File: src/design/phfa_pkg.sv
package phfa_pkg;

	// widest field and the byte window it can touch (field plus worst bit phase)
	localparam int MAX_FIELD_BITS = 32;
	localparam int WIN_BYTES      = (MAX_FIELD_BITS + 7 + 7) / 8;
	localparam int WIN_BITS       = WIN_BYTES * 8;
	localparam int NB_W           = $clog2(WIN_BYTES + 1);

	// configuration port
	localparam int CFG_IDX_W  = 2;
	localparam int CFG_DATA_W = 16;

	localparam logic [4:0] DROP_SLOT_RST   = 5'd31;
	localparam logic [9:0] DROP_OFFSET_RST = 10'd9;
	localparam logic [5:0] DROP_LENGTH_RST = 6'd9;

	typedef enum logic [2:0] {
		ACT_LOAD_BYTE   = 3'd0,
		ACT_SET_HDR     = 3'd1,
		ACT_READ_FIELD  = 3'd2,
		ACT_WRITE_FIELD = 3'd3,
		ACT_DROP        = 3'd4,
		ACT_READ_BYTE   = 3'd5
	} action_t;

	typedef enum logic [CFG_IDX_W-1:0] {
		CFG_DROP_SLOT   = 2'd0,
		CFG_DROP_OFFSET = 2'd1,
		CFG_DROP_LENGTH = 2'd2
	} cfg_idx_t;

	typedef enum logic [2:0] {
		ST_IDLE,
		ST_DECODE,
		ST_SETUP,
		ST_PREP,
		ST_BYTES,
		ST_DRAIN,
		ST_RESULT
	} state_t;

	typedef struct packed {
		logic [2:0]  action;
		logic [7:0]  byte_index;
		logic [7:0]  byte_data;
		logic [4:0]  header_slot;
		logic [10:0] header_start_bit;
		logic [9:0]  field_bit_offset;
		logic [5:0]  field_length;
		logic [31:0] write_value;
	} item_t;

	typedef struct packed {
		logic [31:0] field_value;
		logic [7:0]  byte_value;
		logic        out_of_range;
	} result_t;

	typedef struct packed {
		logic capture;
		logic decode;
		logic setup;
		logic prep;
		logic issue;
		logic consume;
		logic load_out;
	} ctrl_cmd_t;

	typedef struct packed {
		logic [2:0]      action;
		logic            fits;
		logic [NB_W-1:0] nbytes;
	} ctrl_stat_t;

endpackage

File: src/design/phfa_if.sv
interface phfa_item_if;
	logic        valid;
	logic        ready;
	logic [2:0]  action;
	logic [7:0]  byte_index;
	logic [7:0]  byte_data;
	logic [4:0]  header_slot;
	logic [10:0] header_start_bit;
	logic [9:0]  field_bit_offset;
	logic [5:0]  field_length;
	logic [31:0] write_value;

	modport source (output valid, action, byte_index, byte_data, header_slot,
		header_start_bit, field_bit_offset, field_length, write_value, input ready);
	modport sink (input valid, action, byte_index, byte_data, header_slot,
		header_start_bit, field_bit_offset, field_length, write_value, output ready);
endinterface

interface phfa_result_if;
	logic        valid;
	logic        ready;
	logic [31:0] field_value;
	logic [7:0]  byte_value;
	logic        out_of_range;

	modport source (output valid, field_value, byte_value, out_of_range, input ready);
	modport sink (input valid, field_value, byte_value, out_of_range, output ready);
endinterface

interface phfa_cfg_if;
	logic        valid;
	logic        ready;
	logic [1:0]  index;
	logic [15:0] data;

	modport source (output valid, index, data, input ready);
	modport sink (input valid, index, data, output ready);
endinterface

File: src/design/phfa_ram.sv
module phfa_ram #(
	parameter int WIDTH = 8,
	parameter int DEPTH = 256
) (
	input  logic                                  clk,
	input  logic                                  wr_en,
	input  logic [(DEPTH > 1 ? $clog2(DEPTH) : 1)-1:0] wr_addr,
	input  logic [WIDTH-1:0]                      wr_data,
	input  logic                                  rd_en,
	input  logic [(DEPTH > 1 ? $clog2(DEPTH) : 1)-1:0] rd_addr,
	output logic [WIDTH-1:0]                      rd_data
);

	logic [WIDTH-1:0] mem_q [DEPTH];

	always_ff @(posedge clk) begin
		if (wr_en) begin
			mem_q[wr_addr] <= wr_data;
		end
		if (rd_en) begin
			rd_data <= mem_q[rd_addr];
		end
	end

endmodule

File: src/design/phfa_ctrl.sv
module phfa_ctrl (
	input  logic                   clk,
	input  logic                   arst_n,
	input  logic                   item_valid,
	output logic                   item_ready,
	output logic                   result_valid,
	input  logic                   result_ready,
	output phfa_pkg::ctrl_cmd_t    cmd,
	input  phfa_pkg::ctrl_stat_t   stat
);

	import phfa_pkg::*;

	state_t          state_q, state_d;
	logic [NB_W-1:0] cnt_q;
	logic            cnt_clr, cnt_inc;
	logic            out_valid_q;
	logic            out_free;

	assign out_free     = !out_valid_q || result_ready;
	assign result_valid = out_valid_q;

	always_ff @(posedge clk or negedge arst_n) begin
		if (!arst_n) begin
			state_q     <= ST_IDLE;
			cnt_q       <= '0;
			out_valid_q <= 1'b0;
		end else begin
			state_q <= state_d;
			if (cnt_clr) begin
				cnt_q <= '0;
			end else if (cnt_inc) begin
				cnt_q <= cnt_q + 1'b1;
			end
			if (cmd.load_out) begin
				out_valid_q <= 1'b1;
			end else if (result_ready) begin
				out_valid_q <= 1'b0;
			end
		end
	end

	always_comb begin
		state_d    = state_q;
		cmd        = '0;
		item_ready = 1'b0;
		cnt_clr    = 1'b0;
		cnt_inc    = 1'b0;
		unique case (state_q)
			ST_IDLE: begin
				item_ready = 1'b1;
				if (item_valid) begin
					cmd.capture = 1'b1;
					state_d     = ST_DECODE;
				end
			end
			ST_DECODE: begin
				cmd.decode = 1'b1;
				case (stat.action) inside
					ACT_READ_FIELD, ACT_WRITE_FIELD, ACT_DROP: state_d = ST_SETUP;
					default:                                   state_d = ST_RESULT;
				endcase
			end
			ST_SETUP: begin
				cmd.setup = 1'b1;
				state_d   = ST_PREP;
			end
			ST_PREP: begin
				cmd.prep = 1'b1;
				cnt_clr  = 1'b1;
				if (stat.fits && stat.nbytes != '0) begin
					state_d = ST_BYTES;
				end else begin
					state_d = ST_RESULT;
				end
			end
			ST_BYTES: begin
				// read byte n while byte n-1 is merged or shifted in
				cmd.issue   = 1'b1;
				cmd.consume = (cnt_q != '0);
				cnt_inc     = 1'b1;
				if (cnt_q == stat.nbytes - 1'b1) begin
					state_d = ST_DRAIN;
				end
			end
			ST_DRAIN: begin
				cmd.consume = 1'b1;
				state_d     = ST_RESULT;
			end
			ST_RESULT: begin
				if (out_free) begin
					cmd.load_out = 1'b1;
					state_d      = ST_IDLE;
				end
			end
			default: begin
				state_d = ST_IDLE;
			end
		endcase
	end

endmodule

File: src/design/phfa_dpath.sv
module phfa_dpath #(
	parameter int PACKET_BYTES = 256,
	parameter int HEADER_SLOTS = 32
) (
	input  logic                                clk,
	input  logic                                arst_n,
	input  phfa_pkg::item_t                     item_d,
	input  logic                                cfg_wr,
	input  logic [phfa_pkg::CFG_IDX_W-1:0]      cfg_index,
	input  logic [phfa_pkg::CFG_DATA_W-1:0]     cfg_data,
	input  phfa_pkg::ctrl_cmd_t                 cmd,
	output phfa_pkg::ctrl_stat_t                stat,
	output phfa_pkg::result_t                   res
);

	import phfa_pkg::*;

	localparam int          AW         = PACKET_BYTES > 1 ? $clog2(PACKET_BYTES) : 1;
	localparam int          SLOT_W     = HEADER_SLOTS > 1 ? $clog2(HEADER_SLOTS) : 1;
	localparam logic [31:0] BITS_TOTAL = 32'(PACKET_BYTES * 8);
	localparam logic [31:0] BYTES_LIM  = 32'(PACKET_BYTES);

	// configuration
	logic [4:0] drop_slot_q;
	logic [9:0] drop_off_q;
	logic [5:0] drop_len_q;

	always_ff @(posedge clk or negedge arst_n) begin
		if (!arst_n) begin
			drop_slot_q <= DROP_SLOT_RST;
			drop_off_q  <= DROP_OFFSET_RST;
			drop_len_q  <= DROP_LENGTH_RST;
		end else if (cfg_wr) begin
			unique case (cfg_index)
				CFG_DROP_SLOT:   drop_slot_q <= cfg_data[4:0];
				CFG_DROP_OFFSET: drop_off_q  <= cfg_data[9:0];
				CFG_DROP_LENGTH: drop_len_q  <= cfg_data[5:0];
				default: ;
			endcase
		end
	end

	// slot wrap, worked out at elaboration
	logic [SLOT_W-1:0] slot_map [32];
	for (genvar v = 0; v < 32; v++) begin : g_slot
		assign slot_map[v] = SLOT_W'(v % HEADER_SLOTS);
	end

	item_t item_q;
	logic  is_drop, is_rmw, idx_ok;
	logic  [AW-1:0] idx_addr;

	assign is_drop  = (item_q.action == ACT_DROP);
	assign is_rmw   = (item_q.action == ACT_WRITE_FIELD) || is_drop;
	assign idx_ok   = (32'(item_q.byte_index) < BYTES_LIM);
	assign idx_addr = AW'(item_q.byte_index);

	// header start table with per-slot valid bits
	logic [HEADER_SLOTS-1:0] hvalid_q;
	logic [SLOT_W-1:0]       tbl_raddr, tbl_waddr;
	logic                    tbl_we;
	logic [10:0]             tbl_rd;
	logic                    hit_q;

	assign tbl_raddr = slot_map[is_drop ? drop_slot_q : item_q.header_slot];
	assign tbl_waddr = slot_map[item_q.header_slot];
	assign tbl_we    = cmd.decode && (item_q.action == ACT_SET_HDR);

	always_ff @(posedge clk or negedge arst_n) begin
		if (!arst_n) begin
			hvalid_q <= '0;
		end else if (tbl_we) begin
			hvalid_q[tbl_waddr] <= 1'b1;
		end
	end

	phfa_ram #(.WIDTH(11), .DEPTH(HEADER_SLOTS)) u_hdr_tbl (
		.clk     (clk),
		.wr_en   (tbl_we),
		.wr_addr (tbl_waddr),
		.wr_data (item_q.header_start_bit),
		.rd_en   (cmd.decode),
		.rd_addr (tbl_raddr),
		.rd_data (tbl_rd)
	);

	// field geometry
	logic [11:0]           start_q;
	logic [5:0]            len_q;
	logic                  fits_q;
	logic [NB_W-1:0]       nbytes_q;
	logic [31:0]           value_q;
	logic [31:0]           mask_q;
	logic [2:0]            trail_q;
	logic [WIN_BITS-1:0]   wbits_q, mbits_q, acc_q;
	logic [AW-1:0]         rptr_q, wptr_q;

	logic [10:0]           hstart;
	logic [9:0]            off_sel;
	logic [5:0]            len_raw, len_cl;
	logic [11:0]           start_c;
	logic [12:0]           end_c;
	logic [6:0]            span_c;
	logic [2:0]            phase;
	logic [31:0]           mask_c;
	logic [5:0]            sh_c;
	logic [5:0]            trail_c;

	assign hstart  = hit_q ? tbl_rd : '0;
	assign off_sel = is_drop ? drop_off_q : item_q.field_bit_offset;
	assign len_raw = is_drop ? drop_len_q : item_q.field_length;
	assign len_cl  = (len_raw > 6'(MAX_FIELD_BITS)) ? 6'(MAX_FIELD_BITS) : len_raw;
	assign start_c = 12'(hstart) + 12'(off_sel);
	assign end_c   = 13'(start_c) + 13'(len_cl);
	assign span_c  = 7'(start_c[2:0]) + 7'(len_cl) + 7'd7;

	assign phase   = start_q[2:0];
	assign mask_c  = 32'((33'd1 << len_q) - 33'd1);
	assign sh_c    = 6'(WIN_BITS) - len_q - 6'(phase);
	assign trail_c = {nbytes_q, 3'b000} - 6'(phase) - len_q;

	// packet store
	logic            pkt_we, pkt_re;
	logic [AW-1:0]   pkt_waddr, pkt_raddr;
	logic [7:0]      pkt_wdata, pkt_rd, merged;
	logic [7:0]      mtop, wtop;

	assign mtop      = mbits_q[WIN_BITS-1 -: 8];
	assign wtop      = wbits_q[WIN_BITS-1 -: 8];
	assign merged    = (pkt_rd & ~mtop) | (wtop & mtop);
	assign pkt_we    = (cmd.decode && item_q.action == ACT_LOAD_BYTE && idx_ok)
		|| (cmd.consume && is_rmw);
	assign pkt_waddr = cmd.consume ? wptr_q : idx_addr;
	assign pkt_wdata = cmd.consume ? merged : item_q.byte_data;
	assign pkt_re    = (cmd.decode && item_q.action == ACT_READ_BYTE && idx_ok) || cmd.issue;
	assign pkt_raddr = cmd.issue ? rptr_q : idx_addr;

	phfa_ram #(.WIDTH(8), .DEPTH(PACKET_BYTES)) u_pkt_store (
		.clk     (clk),
		.wr_en   (pkt_we),
		.wr_addr (pkt_waddr),
		.wr_data (pkt_wdata),
		.rd_en   (pkt_re),
		.rd_addr (pkt_raddr),
		.rd_data (pkt_rd)
	);

	result_t res_q;

	always_ff @(posedge clk) begin
		if (cmd.capture) begin
			item_q <= item_d;
		end
		if (cmd.decode) begin
			hit_q <= hvalid_q[tbl_raddr];
		end
		if (cmd.setup) begin
			start_q  <= start_c;
			len_q    <= len_cl;
			fits_q   <= (32'(end_c) <= BITS_TOTAL);
			nbytes_q <= (len_cl == '0) ? '0 : NB_W'(span_c >> 3);
			value_q  <= is_drop ? '0 : item_q.write_value;
		end
		if (cmd.prep) begin
			mask_q  <= mask_c;
			trail_q <= trail_c[2:0];
			wbits_q <= WIN_BITS'(value_q & mask_c) << sh_c;
			mbits_q <= WIN_BITS'(mask_c) << sh_c;
			rptr_q  <= AW'(start_q >> 3);
			wptr_q  <= AW'(start_q >> 3);
		end
		if (cmd.issue) begin
			rptr_q <= rptr_q + 1'b1;
		end
		if (cmd.consume) begin
			acc_q   <= {acc_q[WIN_BITS-9:0], pkt_rd};
			wbits_q <= wbits_q << 8;
			mbits_q <= mbits_q << 8;
			wptr_q  <= wptr_q + 1'b1;
		end
		if (cmd.load_out) begin
			res_q.field_value  <= (item_q.action == ACT_READ_FIELD && fits_q)
				? (32'(acc_q >> trail_q) & mask_q) : '0;
			res_q.byte_value   <= (item_q.action == ACT_READ_BYTE && idx_ok) ? pkt_rd : '0;
			res_q.out_of_range <= (item_q.action == ACT_READ_FIELD
				|| item_q.action == ACT_WRITE_FIELD || is_drop) && !fits_q;
		end
	end

	assign res         = res_q;
	assign stat.action = item_q.action;
	assign stat.fits   = fits_q;
	assign stat.nbytes = nbytes_q;

endmodule

File: src/design/packet_header_field_access.sv
// Packet header field access. Keeps a byte-wide packet store and a table of
// header start bit positions, one per header slot, and takes one word per
// action on the item channel: load a byte, set a header start, read a field,
// write a field, drop (zero the egress field named by the three drop
// registers) or read back a byte. Fields are 1 to 32 bits, big-endian, bit 7
// of a byte first, at header start plus a bit offset; longer lengths are cut
// to 32 and a zero length is an empty field. A field that runs past the end
// of the store gives out_of_range and writes nothing. Every item gives exactly
// one result word. Load, set, byte read and unused actions go from acceptance
// through decode to the result; a field action goes through setup and prep,
// then, unless it is out of range or empty, passes over the 1 to 5 bytes it
// touches, one byte per cycle with reads and read-modify-writes overlapped on
// the store's separate byte read and write ports. The store is not
// cleared at reset and bytes must be loaded before they are read; the header
// table reads as zero after reset through per-slot valid bits, with no
// clearing pass. A new word is taken while the previous result still waits in
// the output register. Configuration writes are always ready and are meant
// to be made while no item is in flight.
module packet_header_field_access #(
	parameter int PACKET_BYTES = 256,
	parameter int HEADER_SLOTS = 32
) (
	input  logic         clk,
	input  logic         arst_n,
	phfa_cfg_if.sink     cfg,
	phfa_item_if.sink    item,
	phfa_result_if.source result
);

	import phfa_pkg::*;

	item_t      item_d;
	result_t    res;
	ctrl_cmd_t  cmd;
	ctrl_stat_t stat;

	// gather the item word
	assign item_d.action           = item.action;
	assign item_d.byte_index       = item.byte_index;
	assign item_d.byte_data        = item.byte_data;
	assign item_d.header_slot      = item.header_slot;
	assign item_d.header_start_bit = item.header_start_bit;
	assign item_d.field_bit_offset = item.field_bit_offset;
	assign item_d.field_length     = item.field_length;
	assign item_d.write_value      = item.write_value;

	// registers take a write every cycle
	assign cfg.ready = 1'b1;

	phfa_ctrl u_ctrl (
		.clk          (clk),
		.arst_n       (arst_n),
		.item_valid   (item.valid),
		.item_ready   (item.ready),
		.result_valid (result.valid),
		.result_ready (result.ready),
		.cmd          (cmd),
		.stat         (stat)
	);

	phfa_dpath #(
		.PACKET_BYTES (PACKET_BYTES),
		.HEADER_SLOTS (HEADER_SLOTS)
	) u_dpath (
		.clk       (clk),
		.arst_n    (arst_n),
		.item_d    (item_d),
		.cfg_wr    (cfg.valid),
		.cfg_index (cfg.index),
		.cfg_data  (cfg.data),
		.cmd       (cmd),
		.stat      (stat),
		.res       (res)
	);

	// result word from the output register
	assign result.field_value  = res.field_value;
	assign result.byte_value   = res.byte_value;
	assign result.out_of_range = res.out_of_range;

endmodule

File: src/flat_wrapper.sv
// flat-port wrapper written by rule: the top's interface ports become plain ports
module packet_header_field_access_flat import phfa_pkg::*;
#(
	parameter int PACKET_BYTES = 256,
	parameter int HEADER_SLOTS = 32
)
  (clk, arst_n, cfg_valid, cfg_index, cfg_data, cfg_ready, item_valid, item_action, item_byte_index, item_byte_data, item_header_slot, item_header_start_bit, item_field_bit_offset, item_field_length, item_write_value, item_ready, result_valid, result_field_value, result_byte_value, result_out_of_range, result_ready);
  phfa_cfg_if cfg_i ();
  phfa_item_if item_i ();
  phfa_result_if result_i ();
  input  logic clk;
  input  logic arst_n;
  input wire logic [$bits(cfg_i.valid)-1:0] cfg_valid;
  input wire logic [$bits(cfg_i.index)-1:0] cfg_index;
  input wire logic [$bits(cfg_i.data)-1:0] cfg_data;
  output wire logic [$bits(cfg_i.ready)-1:0] cfg_ready;
  input wire logic [$bits(item_i.valid)-1:0] item_valid;
  input wire logic [$bits(item_i.action)-1:0] item_action;
  input wire logic [$bits(item_i.byte_index)-1:0] item_byte_index;
  input wire logic [$bits(item_i.byte_data)-1:0] item_byte_data;
  input wire logic [$bits(item_i.header_slot)-1:0] item_header_slot;
  input wire logic [$bits(item_i.header_start_bit)-1:0] item_header_start_bit;
  input wire logic [$bits(item_i.field_bit_offset)-1:0] item_field_bit_offset;
  input wire logic [$bits(item_i.field_length)-1:0] item_field_length;
  input wire logic [$bits(item_i.write_value)-1:0] item_write_value;
  output wire logic [$bits(item_i.ready)-1:0] item_ready;
  output wire logic [$bits(result_i.valid)-1:0] result_valid;
  output wire logic [$bits(result_i.field_value)-1:0] result_field_value;
  output wire logic [$bits(result_i.byte_value)-1:0] result_byte_value;
  output wire logic [$bits(result_i.out_of_range)-1:0] result_out_of_range;
  input wire logic [$bits(result_i.ready)-1:0] result_ready;
  assign cfg_i.valid = cfg_valid;
  assign cfg_i.index = cfg_index;
  assign cfg_i.data = cfg_data;
  assign cfg_ready = cfg_i.ready;
  assign item_i.valid = item_valid;
  assign item_i.action = item_action;
  assign item_i.byte_index = item_byte_index;
  assign item_i.byte_data = item_byte_data;
  assign item_i.header_slot = item_header_slot;
  assign item_i.header_start_bit = item_header_start_bit;
  assign item_i.field_bit_offset = item_field_bit_offset;
  assign item_i.field_length = item_field_length;
  assign item_i.write_value = item_write_value;
  assign item_ready = item_i.ready;
  assign result_valid = result_i.valid;
  assign result_field_value = result_i.field_value;
  assign result_byte_value = result_i.byte_value;
  assign result_out_of_range = result_i.out_of_range;
  assign result_i.ready = result_ready;
  packet_header_field_access #(.PACKET_BYTES(PACKET_BYTES), .HEADER_SLOTS(HEADER_SLOTS)) u_core (.clk(clk), .arst_n(arst_n), .cfg(cfg_i), .item(item_i), .result(result_i));
endmodule
File: config.mk
export PLATFORM = sky130hd
export DESIGN_NAME = packet_header_field_access_flat
export DESIGN_NICKNAME = d
export VERILOG_FILES = /design/src/design/phfa_pkg.sv /design/src/design/phfa_if.sv /design/src/design/phfa_ram.sv /design/src/design/phfa_ctrl.sv /design/src/design/phfa_dpath.sv /design/src/design/packet_header_field_access.sv /design/src/flat_wrapper.sv
export SDC_FILE = /design/constraint.sdc
export NUM_CORES = 2
export LEC_CHECK = 0
export ABC_AREA = 0
export BUFFER_PORTS_ARGS = -buffer_cell sky130_fd_sc_hd__buf_2
export CAP_MARGIN = 20
export CELL_PAD_IN_SITES_DETAIL_PLACEMENT = 2
export CELL_PAD_IN_SITES_GLOBAL_PLACEMENT = 2
export CORE_MARGIN = 5
export CORE_UTILIZATION = 45
export CTS_CLUSTER_SIZE = 14
export DETAILED_ROUTE_END_ITERATION = 16
export PLACE_DENSITY_LB_ADDON = 0.08
export SETUP_SLACK_MARGIN = 0.4
export SLEW_MARGIN = 0
export SYNTH_ARGS = -nofsm -noshare
export SYNTH_HDL_FRONTEND = slang
export SYNTH_SLANG_ARGS = --single-unit
File: constraint.sdc
create_clock -name clk -period 14.8 [get_ports clk]
set_input_delay 1.48 -clock clk [delete_from_list [all_inputs] [get_ports clk]]
set_output_delay 1.48 -clock clk [all_outputs]
set_load 0.03 [all_outputs]
==> flow_summary.yaml <==
layout:
  seq_area_um2: 84400
  layout-drive-gt1-share: 0.126
  n_fill_cell: 24700
  fin_nets: 9074
  fin_area_um2: 136000
  area_growth_pct: 12.8
  multi_input_area_um2: 32700
  utilization: 0.510
cts:
  cts_buffers: 313
  clkSlewWorstSetupHoldPaths_ps: 60
  cts_hold_buf: 0
  ctsRootBufferMaster: "clkbuf_16"
  postCtsSetupBuffers: 0
  cts_resized: 0
  cts_buffer_depth: 4
  clk_latency_ps: 940
  cts_htree_levels: 5
  cts_tree: "done"
  cts_sinks: 2827
sta:
  fin_tns_setup_ps: 0
  holdWs_ps: 455
  clock_skew_ps: 51.4
  period_share: 0.462
  worstMarginPinSlew_ps: 1310
  hold_violations: 0
  rsz0062_at_grt: "false"
  fin_crit_ps: 6840
  slew_violations: 0
  relSlewSlack: 0.127
  max_freq_mhz: 146
  finalSetupViolations: 0
route:
  vias: 83500
  drt-pass1-iter-count: 6
  drt-total-wl_um: 470000
  antenna_left: 0
  routed_via_density: 6.56
  drc: 0
  wl_per_cell_um: 36.9
  drt_iter0_markers: 10000
die:
  io_pins: 150
  start_util: 0.453
  num_rows: 189
  die_w_um: 527
  die_h_um: 527
  core_um2: 266000
  design.die.area_um2: 278000
placement:
  port_buffers: 142
  dpl_cell_area_um2: 125000
  place_congestion: 0.878
  dp_hpwl_um: 290000
worst_setup_path:
  cp_common_cell: "buf_4"
  r2r_cells: 11
  crit_chain: "or3b_4, buf_4, a21oi_4, buf_12, buf_4, nor2_1, buf_4, a32oi_1, a21oi_1, a2111oi_2, nand4_1"
  required_ps: 15430
  cpPeakStageDelay_ps: 1090
  cp-end-kind: "flop"
  reg2reg_from: "u_core.u_ctrl.state_q[1]"
  critical_path_arrival_ps: 7470
  startpoint: "u_core.u_ctrl.state_q[1]"
  worst-setup-path-type: "reg2reg"
  cpMaxStageDelayCell: "a2111oi_2"
  crit_path_start_kind: "flop"
  worstPathMaxFanout: 94
grt:
  grt_pass1_vias: 88200
  track_usage: 0.329
  grt_pass1_wl_um: 662000
  antenna_found_initial: 38
  grt_max_degree: 172
  grt.overflow.total: 0
yosys:
  synth_most_common_cell: "edfxtp_1"
  synth_edf_count: 2751
  synth-async-reset-ratio: 0.0212
  ys_seq_area_frac: 0.703
  synth_top_flop_cell: "edfxtp_1"
  ys_seq_elements: 2827
  avgSynthCellArea_um2: 13.7
  yosysWarnings: 0
  synth_cell_types: 95
  syn-instance-count: 8801
  ys_top_cells_by_area: "edfxtp_1 (69%), nand2_1 (4.6%), mux2i_1 (3.7%), a211oi_1 (2.6%), mux4_2 (2.0%)"
  yosysTopAreaCell: "edfxtp_1"
  yosys.area.top_type_share: 0.687
  netlist_top_cells_count: "edfxtp_1 (2751), nand2_1 (1486), nor2_1 (496)"
  syn_nets: 8944
  synth.cell_area_um2: 120000
outcome:
  status: "finished clean"
hold_path:
  whs_path_depth: 0
  min_from: "u_core.u_dpath.acc_q[0]"
  worstHoldPathType: "reg2reg"
power_and_ir_drop:
  pwr_density_cell_nw_per_um2: 213
  cellLeakagePower_nw: 45.6
  ir_worst_vdd_mv: 0.190
flow_run:
  maxCapViolations: 0
-- path summary, 6_finish.rpt --
path | slack (ps) | to
max | 7960 | u_core.u_dpath.u_pkt_store.rd_data[4]
min | 460 | u_core.u_dpath.acc_q[8]
max reg2reg | 7960 | u_core.u_dpath.u_pkt_store.rd_data[4]
min reg2reg | 460 | u_core.u_dpath.acc_q[8]
max in group asynchronous | 13390 | u_core.u_dpath.drop_len_q[5]
min in group asynchronous | 700 | u_core.u_dpath.hvalid_q[17]
-- flip-flops by register name (all words and copies together) (netlist names), 10 cells and up --
name	cells
u_core.u_dpath.start_q	11
u_core.u_dpath.u_hdr_tbl.rd_data	11
u_core.u_dpath.item_q	72
u_core.u_dpath.drop_off_q	10
u_core.u_dpath.acc_q	39
u_core.u_dpath.hvalid_q	32
u_core.u_dpath.res	41
u_core.u_dpath.mask_q	32
u_core.u_dpath.mbits_q	40
u_core.u_dpath.value_q	32
u_core.u_dpath.u_pkt_store.mem_q	2048
u_core.u_dpath.u_hdr_tbl.mem_q	352
u_core.u_dpath.wbits_q	40
-- power breakdown --
part | total (mW) | switching (mW) | internal, mW
Clock | 7.66 | 3.34 | 4.31
Combinational | 10.6 | 7.97 | 2.67
Sequential | 10.6 | 0.331 | 10.2
-- placed cells by master, fill, tap and decap left out, types with 48 or more instances in the layout --
cell       netlist  routed
clkbuf_1       359      79
nand3_1        454     454
o21ai_0        216     205
dfrtp_1         51      51
clkinv_2         0      48
a2111oi_0       71      65
buf_4           26     241
nor2b_1         56      56
inv_1          209     206
and2_1         134     133
clkbuf_16        0     320
a21oi_1        149     147
mux2i_1        441     434
a211oi_1       419     418
buf_2          151     141
mux2_2          58      57
edfxtp_1      2751    2751
a31oi_1        131     129
nand4_1         50      50
clkinv_1         5      66
mux4_2         109     109
nand2_1       1486    1486
a311oi_1       158     157
nor2_1         496     484
-- layout make-up --
cell class	count	share of cell area
sequential	2827	0.623
multi-input combinational	5141	0.242
inverter	216	0.00600
antenna	12	0.000222
clock buffer	410	0.0624
clock inverter	152	0.00952
tap	3533	0.0326
timing repair buffer	432	0.0249
-- worst max-delay path, delay by kind of cell, from the launching register on --
kind	cells	cell delay, ps
compound gates	4	2730
flops	1	600
simple gates	3	1220
buf+inv	4	1780
-- logic make-up after synthesis --
family,after synthesis,share of synthesized area
xor+xnor,39,0.00284
mux,608,0.0626
simple gates,2888,0.105
buf+inv,833,0.0286
other cells,1,0.0000312
fa+ha+maj,37,0.00404
flops,2827,0.703
compound gates,1568,0.0944
-- stage by stage --
step / setup WS (ps) / cells / total power [mW]
after floorplan: 1400 / 8801 / 17.1
after global placement: 8320 / 12100 / 20.5
after detailed placement: 8120 / 12100 / 21.0
after CTS: 8060 / 12700 / 28.7
after global routing: 7880 / 12700 / 29.7
final: 7960 / 12700 / 28.9
-- metal layers --
metal / wire length (um) / up-vias / GRT usage / part of all wire
met3: 40800 / 1046 / 0.0659 / 0.087
met1: 187000 / 44300 / 0.443 / 0.40
met5: 144 / - / 0 / 0.00031
met2: 220000 / 4249 / 0.520 / 0.47
li1: - / 33900 / - / -
met4: 21800 / 22 / 0.143 / 0.046
Power figures use the tool's default switching activity.
